## config.mk

```make
export PLATFORM = sky130hd
export DESIGN_NAME = pfss_ctrl
export DESIGN_NICKNAME = d
export VERILOG_FILES = /design/src/design/pfss_pkg.sv /design/src/design/pfss_ctrl.sv
export SDC_FILE = /design/constraint.sdc
export NUM_CORES = 1
export LEC_CHECK = 0
export BUFFER_PORTS_ARGS = -buffer_cell sky130_fd_sc_hd__buf_2
export CORE_AREA = 5 5 42 44
export CTS_CLUSTER_DIAMETER = 100
export DETAILED_ROUTE_END_ITERATION = 10
export DIE_AREA = 0 0 47 49
export GPL_TIMING_DRIVEN = 0
export PLACE_DENSITY = 0.47
export SYNTH_ARGS = -nofsm -noshare
export SYNTH_HDL_FRONTEND = slang
export SYNTH_SLANG_ARGS = --single-unit
```

## constraint.sdc

```tcl
create_clock -name clk -period 2.8 [get_ports clk]
set_input_delay 0.14 -clock clk [delete_from_list [all_inputs] [get_ports clk]]
set_output_delay 0.14 -clock clk [all_outputs]
set_load 0.01 [all_outputs]
```

## src/design/pfss_pkg.sv

```systemverilog
`default_nettype none

package pfss_pkg;

  // Field widths and default table size.
  localparam int NUM_W          = 16;
  localparam int TABLE_SIZE_DEF = 65536;
  localparam int MAX_RESULTS    = 15;
  localparam int CNT_W          = 4;

  // Controller states.
  typedef enum logic [2:0] {
    S_CLEAR,
    S_PCHK,
    S_PTEST,
    S_MRD,
    S_MWR,
    S_IDLE,
    S_LOOK,
    S_EMIT
  } state_t;

  // Commands from the controller to the datapath.
  typedef struct packed {
    logic clear_wr;
    logic prime_init;
    logic prime_rd;
    logic prime_next;
    logic mark_start;
    logic mark_rd;
    logic mark_wr;
    logic load;
    logic look;
    logic emit_rd;
  } cmd_t;

  // Status from the datapath to the controller.
  typedef struct packed {
    logic clear_done;
    logic isq_end;
    logic j_end;
    logic spf_zero;
    logic num_bad;
    logic last;
  } sts_t;

endpackage

`default_nettype wire

```

## src/design/pfss_ctrl.sv

```systemverilog
`default_nettype none

module pfss_ctrl (
  input  wire logic           clk,
  input  wire logic           rst,
  input  wire logic           req_valid,
  output logic                req_ready,
  output logic                res_valid,
  input  wire logic           res_ready,
  input  wire pfss_pkg::sts_t sts,
  output pfss_pkg::cmd_t      cmd
);

  pfss_pkg::state_t state;
  pfss_pkg::state_t state_next;

  // State register.
  always_ff @(posedge clk) begin
    if (rst) begin
      state <= pfss_pkg::S_CLEAR;
    end else begin
      state <= state_next;
    end
  end

  // Next state and datapath commands.
  always_comb begin
    state_next = state;
    cmd        = '0;
    req_ready  = 1'b0;
    res_valid  = 1'b0;
    case (state)
      pfss_pkg::S_CLEAR: begin
        cmd.clear_wr = 1'b1;
        if (sts.clear_done) begin
          cmd.prime_init = 1'b1;
          state_next     = pfss_pkg::S_PCHK;
        end
      end
      pfss_pkg::S_PCHK: begin
        if (sts.isq_end) begin
          state_next = pfss_pkg::S_IDLE;
        end else begin
          cmd.prime_rd = 1'b1;
          state_next   = pfss_pkg::S_PTEST;
        end
      end
      pfss_pkg::S_PTEST: begin
        // A marked entry is composite and is skipped.
        if (sts.spf_zero) begin
          cmd.mark_start = 1'b1;
          state_next     = pfss_pkg::S_MRD;
        end else begin
          cmd.prime_next = 1'b1;
          state_next     = pfss_pkg::S_PCHK;
        end
      end
      pfss_pkg::S_MRD: begin
        if (sts.j_end) begin
          cmd.prime_next = 1'b1;
          state_next     = pfss_pkg::S_PCHK;
        end else begin
          cmd.mark_rd = 1'b1;
          state_next  = pfss_pkg::S_MWR;
        end
      end
      pfss_pkg::S_MWR: begin
        cmd.mark_wr = 1'b1;
        state_next  = pfss_pkg::S_MRD;
      end
      pfss_pkg::S_IDLE: begin
        req_ready = 1'b1;
        if (req_valid) begin
          cmd.load   = 1'b1;
          state_next = sts.num_bad ? pfss_pkg::S_EMIT : pfss_pkg::S_LOOK;
        end
      end
      pfss_pkg::S_LOOK: begin
        cmd.look   = 1'b1;
        state_next = pfss_pkg::S_EMIT;
      end
      pfss_pkg::S_EMIT: begin
        res_valid = 1'b1;
        if (res_ready) begin
          if (sts.last) begin
            state_next = pfss_pkg::S_IDLE;
          end else begin
            cmd.emit_rd = 1'b1;
            state_next  = pfss_pkg::S_LOOK;
          end
        end
      end
      default: begin
        state_next = pfss_pkg::S_CLEAR;
      end
    endcase
  end

  // A request and a result are never offered in the same cycle.
  assert property (@(posedge clk) disable iff (rst) !(req_ready && res_valid))
    else $error("request and result offered together");

  // An accepted request goes straight to a lookup or a direct result.
  assert property (@(posedge clk) disable iff (rst)
    req_valid && req_ready |=> state == pfss_pkg::S_LOOK || state == pfss_pkg::S_EMIT)
    else $error("accepted request did not start a run");

  // After the final result the block is ready for the next request.
  assert property (@(posedge clk) disable iff (rst)
    res_valid && res_ready && sts.last |=> req_ready)
    else $error("block not ready after final result");

  // Every lookup is followed by a result.
  assert property (@(posedge clk) disable iff (rst)
    state == pfss_pkg::S_LOOK |=> res_valid)
    else $error("lookup without result");

endmodule

`default_nettype wire

```

==> flow_metrics.env, run 1 <==
export IMPL_path_class="reg -> out"
export IMPL_dr_pass1_iters=4
export IMPL_ys_types=22
export IMPL_synth_area_top_cells="dfxtp_1 (21%), nor3_1 (8.5%), mux4_2 (7.7%)"
export IMPL_place_hpwl_um=751
export IMPL_worst_setup_path_end_kind="output pin"
export IMPL_drt_wl_total_um=960
export IMPL_clk_pin_slew_ns=0.03
export IMPL_clockBufferDepth=2
export IMPL_ys_seq_area_frac=0.205
export IMPL_grt_pass1_vias=381
export IMPL_cp_max_fo=10
export IMPL_grt_pass1_wl_um=1610
export IMPL_nNetsFinal=75
export IMPL_synth_warnings=0
export IMPL_slew_headroom=0.783
export IMPL_fmax_ghz=0.634
export IMPL_grt_max_degree=11
export IMPL_critical_path_cell_chain="buf_2 -> nand3_1 -> nor3b_1 -> buf_2"
export IMPL_setup_worst_path_end="cmd[0]"
export IMPL_yosys_area_top_type="dfxtp_1"
export IMPL_tightest_slew_ns=0.322
export IMPL_timing_critical_path_from="state[1]$_SDFFE_PP0P_"
export IMPL_drv_cap=0
export IMPL_clock_power_share=0.372
export IMPL_cts_root_buf="clkbuf_4"
export IMPL_crit_slowest_cell="dfxtp_1"
export IMPL_cts_buffers=3
export IMPL_avgViaCountPerCell=4.90
export IMPL_final_setup_viol_count=0
export IMPL_areaGrowthSynthToFinish_pct=51.7
export IMPL_worst_path_stages=4
export IMPL_cts_setup_buffers=0
export IMPL_die_height_um=49
export IMPL_p_sw_frac=0.342
export IMPL_wire_per_inst_um=12.0
export IMPL_top_register="state"
export IMPL_antenna_cells=0
export IMPL_internal_power_mw=0.135
export IMPL_critPathTopFamily="flip-flops"
export IMPL_run_status="finished, final reports clean"
export IMPL_initial_core_util=0.209
export IMPL_ys_ff_latch=3
export IMPL_largest_register_ffs=3
export IMPL_avgSynthCellArea_um2=7.51
export IMPL_rr_startpoint="state[2]$_SDFFE_PP0P_"
export IMPL_r2r_cells=3
export IMPL_arrival_ns=1.44
export IMPL_setup_tns_ns=0
export IMPL_combPwrFrac=0.369
export IMPL_cp_num_buf_inv=2
export IMPL_post_route_period_util=0.563
export IMPL_p_per_area_nw_per_um2=461
export IMPL_min_path_type="in -> reg"
export IMPL_pin_count=22
export IMPL_crit_top_cell="buf_2"
export IMPL_port_buffers=21
export IMPL_drc=0
export IMPL_place_congestion=0.768
export IMPL_dieArea_um2=2300
export IMPL_drive_gt1_frac=0.453
export IMPL_r2r_end="state[0]$_SDFFE_PP0P_"
export IMPL_track_usage=0.0921
export IMPL_overflow=0
export IMPL_yosysTopAreaCellShare=0.205
export IMPL_crit_required_ns=2.66
export IMPL_insertion_delay_ns=0.23
export IMPL_finalCriticalPeriod_ns=1.58
export IMPL_via_count=392
export IMPL_clock_skew_ns=0.00217
export IMPL_hold_start="rst"
export IMPL_post_route_util=0.317
export IMPL_cts_htree_levels=1
export IMPL_max_vdd_ir_drop_uv=259
export IMPL_cts_hold_buf=0
export IMPL_clock_sinks=3
export IMPL_cts_tree="done"
export IMPL_rows=14
export IMPL_dieWidth_um=47
export IMPL_finalHoldViolCount=0
export IMPL_rsz0062_at_grt="false"
export IMPL_syn_inst=39
export IMPL_drtIter0Drc=15
export IMPL_antenna_found_initial=0
export IMPL_p_switching_mw=0.0701
export IMPL_power_frac_seq=0.260
export IMPL_ant_nets=0
export IMPL_coreArea_um2=1400
export IMPL_r2r_slack_ns=1.47
export IMPL_timing_final_max_slew_violations=0
export IMPL_crit_path_start_kind="flop"
export IMPL_leakage_nw=0.222
export IMPL_syn_nets=49
export IMPL_slowest_delay_ns=0.44
export IMPL_post_cts_resized=0
export IMPL_top_regs="state (3)"
export IMPL_synth_area_um2=293
-- power by group through the flow --
stage | Sequential (mW) | Combinational (mW) | Clock, mW
after floorplan | 0.0522 | 0.0493 | 0
after global placement | 0.0540 | 0.0759 | 0
after detailed placement | 0.0536 | 0.0762 | 0
after CTS | 0.0530 | 0.0762 | 0.0784
after global routing | 0.0542 | 0.0838 | 0.0855
final | 0.0532 | 0.0755 | 0.0761
-- area by class of cell --
class / count / area [um2]
fillers: 173 / 957
multi-input cells: 31 / 210
repair buffers: 21 / 105
clock buffers: 4 / 26.3
well taps: 16 / 20.0
plain buffers: 3 / 15.0
flip-flops and latches: 3 / 60.1
inverters: 2 / 7.51
-- metal layers --
metal	part of all wire	wire length (um)	GRT usage
met5	0	0	0
met2	0.39	377	0.106
met4	0	0	0.0276
met3	0.12	114	0.0480
met1	0.49	468	0.142
-- cell usage after synthesis --
cell type and instances:
mux2i_1 1, nor2b_1 1, nor4_1 2, nand2b_1 1, a21boi_0 1, and3_1 1
a311o_1 1, o21ai_0 2, nor2_1 3, and2_1 2, buf_2 3, nand2_1 1
dfxtp_1 3, inv_1 2, a211oi_1 1, mux4_2 1, a21oi_1 2, nor3_1 5
o32ai_1 1, nand3_1 1, nor3b_1 3, a211oi_2 1
-- worst min-delay path by stage --
stage | to | slack [ns] | cells past startpoint
detailed placement | state[2]$_SDFFE_PP0P_ | 0.37 | 2
CTS | state[2]$_SDFFE_PP0P_ | 0.13 | 2
finish | state[2]$_SDFFE_PP0P_ | 0.13 | 2
floorplan | state[2]$_SDFFE_PP0P_ | 0.21 | 1
global placement | state[2]$_SDFFE_PP0P_ | 0.38 | 2
global route | state[2]$_SDFFE_PP0P_ | 0.12 | 2
-- worst register-to-register path, delay by kind of cell (launching register included) --
kind | cells | cell delay (ns)
mux | 1 | 0.53
flops | 1 | 0.42
compound gates | 1 | 0.20
simple gates | 1 | 0.06
-- cell families (layout without fill, tap and decap cells) --
group,Yosys count,count (layout),synth area share
mux,2,2,0.111
buf+inv,5,30,0.0769
compound gates,9,9,0.227
simple gates,20,20,0.380
flops,3,3,0.205
-- through the flow --
stage	worst slack [ns]	cells	instance area (um2)	hold slack (ns)	power, mW
CTS	1.23	80	444	0.130	0.208
detailed placement	1.45	76	418	0.375	0.130
global route	1.06	80	444	0.124	0.223
finish	1.22	80	444	0.132	0.205
global placement	1.44	76	418	0.377	0.130
floorplan	1.53	39	293	0.209	0.101
-- cell usage in the layout, fill, tap and decap left out, drive strengths merged, types with 2 or more instances in the layout --
master | Yosys | routed
a211oi | 2 | 2
a21oi | 2 | 2
and2 | 2 | 2
buf | 3 | 24
clkbuf | 0 | 4
dfxtp | 3 | 3
inv | 2 | 2
nor2 | 3 | 3
nor3 | 5 | 5
nor3b | 3 | 3
nor4 | 2 | 2
o21ai | 2 | 2
Power figures use the tool's default switching activity.
==> run 2: changes to the inputs <==
Settings changed: ABC_AREA set to 1, PLACE_DENSITY 0.47 to 0.55.
Clock period 2.8 ns to 1.6 ns, I/O delays scaled along.
==> flow_metrics.env, run 2 <==
export IMPL_run_status="finished, final reports clean"
export IMPL_grtUsageMet1=0.121
export IMPL_crit_slowest_cell="dfxtp_1"
export IMPL_most_common_layout_cells="buf_2 (21), inv_1 (13), nor2_1 (13)"
export IMPL_via_count=447
export IMPL_cts_root_buf="clkbuf_4"
export IMPL_p_per_area_nw_per_um2=707
export IMPL_max_vdd_ir_drop_uv=359
export IMPL_synth_area_top_cells="dfxtp_1 (15%), inv_1 (13%), nor2_1 (13%)"
export IMPL_synthMuxAreaShare=0
export IMPL_tightest_slew_ns=0.169
export IMPL_dieArea_um2=2300
export IMPL_syn_inst=64
export IMPL_arrival_ns=1.20
export IMPL_drt_wl_total_um=966
export IMPL_port_buffers=21
export IMPL_synth_edf_count=0
export IMPL_min_path_type="in -> reg"
export IMPL_rsz0062_at_grt="false"
export IMPL_layout_commonest_cell="buf_2"
export IMPL_ys_dominant_reg_cell="dfxtp_1"
export IMPL_leakage_nw=0.333
export IMPL_antenna_found_initial=0
export IMPL_cts_setup_buffers=0
export IMPL_coreArea_um2=1400
export IMPL_top_regs="state (3)"
export IMPL_path_class="reg -> out"
export IMPL_drive_gt1_frac=0.427
export IMPL_synth_area_um2=389
export IMPL_synth_warnings=0
export IMPL_clockBufferDepth=2
export IMPL_synth_fa_ha_area_frac=0
export IMPL_slew_headroom=0.886
export IMPL_place_congestion=0.753
export IMPL_wire_per_inst_um=9.20
export IMPL_place_hpwl_um=797
export IMPL_die_height_um=49
export IMPL_synth_top_family_by_area="simple AND/OR/NAND/NOR gates"
export IMPL_synth_xor_area_frac=0
export IMPL_finalCriticalPeriod_ns=1.28
export IMPL_ys_types=19
export IMPL_dr_pass1_iters=4
export IMPL_crit_required_ns=1.52
export IMPL_clock_sinks=3
export IMPL_largest_register_ffs=3
export IMPL_timing_final_max_slew_violations=0
export IMPL_clk_pin_slew_ns=0.03
export IMPL_critical_path_cell_chain="buf_6 -> nor2_1 -> inv_1 -> nor3_1 -> buf_2"
export IMPL_cts_htree_levels=1
export IMPL_setup_tns_ns=0
export IMPL_final_setup_viol_count=0
export IMPL_dp_cells=101
export IMPL_drtIter0Drc=2
export IMPL_track_usage=0.0901
export IMPL_synth_compound_area_share=0.0418
export IMPL_grt_busiest_layer="met2"
export IMPL_yosysTopAreaCellShare=0.154
export IMPL_cts_hold_buf=0
export IMPL_crit_path_start_kind="flop"
export IMPL_cts_buffers=3
export IMPL_insertion_delay_ns=0.23
export IMPL_use_met3=0.0221
export IMPL_ant_nets=0
export IMPL_fin_cells=105
export IMPL_pin_count=22
export IMPL_syn_nets=74
export IMPL_ys_seq_area_frac=0.154
export IMPL_grt_use_met2=0.124
export IMPL_synth_simple_area_share=0.553
export IMPL_drv_cap=0
export IMPL_drc=0
export IMPL_avgViaCountPerCell=4.26
export IMPL_post_route_period_util=0.803
export IMPL_rows=14
export IMPL_antenna_cells=0
export IMPL_initial_core_util=0.278
export IMPL_cp_max_fo=9
export IMPL_nNetsFinal=100
export IMPL_grt_pass1_vias=399
export IMPL_synthTopCellsByCount="inv_1 (13), nor2_1 (13), nand2_1 (8)"
export IMPL_fmax_ghz=0.778
export IMPL_dieWidth_um=47
export IMPL_ys_ff_latch=3
export IMPL_yosys_area_top_type="dfxtp_1"
export IMPL_finalHoldViolCount=0
export IMPL_worst_setup_path_end_kind="output pin"
export IMPL_avgSynthCellArea_um2=6.08
export IMPL_clock_skew_ns=0.00256
export IMPL_post_cts_resized=0
export IMPL_cts_tree="done"
export IMPL_async_reset_ff_frac=0
export IMPL_areaGrowthSynthToFinish_pct=38.9
export IMPL_slowest_delay_ns=0.30
export IMPL_grt_pass1_wl_um=1550
export IMPL_overflow=0
export IMPL_top_register="state"
export IMPL_grt_max_degree=11
## run 2: changes by cell type after synthesis, sizes merged, moves of 3 or more
cell,delta
inv,+14
nor3b,-3
nand4,+4
nand2,+7
nand3,+7
nor2,+13
## run 2: final cells by class
| class | instances | area [um2] |
|---|---|---|
| Multi-Input combinational cell | 42 | 231 |
| Tap cell | 16 | 20.0 |
| Inverter | 16 | 67.6 |
| Fill cell | 161 | 861 |
| Buffer | 3 | 30.0 |
| Timing Repair Buffer | 21 | 105 |
| Clock buffer | 4 | 26.3 |
| Sequential cell | 3 | 60.1 |
## run 2: power breakdown
group / leakage, nW / switching, mW / internal [mW]
clock: 0.0150 / 0.0387 / 0.0934
sequential: 0.0247 / 0.00500 / 0.0834
combinational: 0.294 / 0.0973 / 0.0644
total: 0.333 / 0.141 / 0.241
## run 2: final timing paths
path	startpoint	end	slack, ns	cells after the start
worst max-delay path	state[1]$_SDFFE_PP0P_	cmd[8]	0.32	5
worst min-delay path	rst	state[1]$_SDFFE_PP0P_	0.02	2
worst max register to register	state[1]$_SDFFE_PP0P_	state[0]$_SDFFE_PP0P_	0.55	8
worst min register to register	state[0]$_SDFFE_PP0P_	state[0]$_SDFFE_PP0P_	0.70	4
## run 2: metal layers
metal  vias up  wire length (um)
li1        249                 -
met1       186               423
met2        12               480
met3         0                61
met4         0                 0
met5         -                 0
## run 2: worst max-delay path, delay by kind of cell (launching register included)
kind	cells	cell delay, ns
DFF	1	0.30
and+or+nand+nor	2	0.29
buffers and inverters	3	0.38
## run 2: kinds of logic (layout without fill, tap and decap cells)
group / count (synthesis) / in the layout
AND/OR/NAND/NOR: 39 / 39
buffers and inverters: 19 / 44
flip-flops: 3 / 3
AO/OA/AOI/OAI: 3 / 3
## run 2: metrics by stage
step | hold WS, ns | power [mW] | utilization | worst slack [ns] | cell area, um2
2_1_floorplan | 0.149 | 0.206 | - | 0.624 | 389
3_3_place_gp | 0.255 | 0.251 | 0.367 | 0.551 | 514
3_5_place_dp | 0.259 | 0.252 | 0.367 | 0.534 | 514
4_1_cts | 0.0109 | 0.393 | 0.386 | 0.304 | 541
5_1_grt | 0.0162 | 0.420 | 0.386 | 0.208 | 541
6_report | 0.0182 | 0.382 | 0.386 | 0.315 | 541
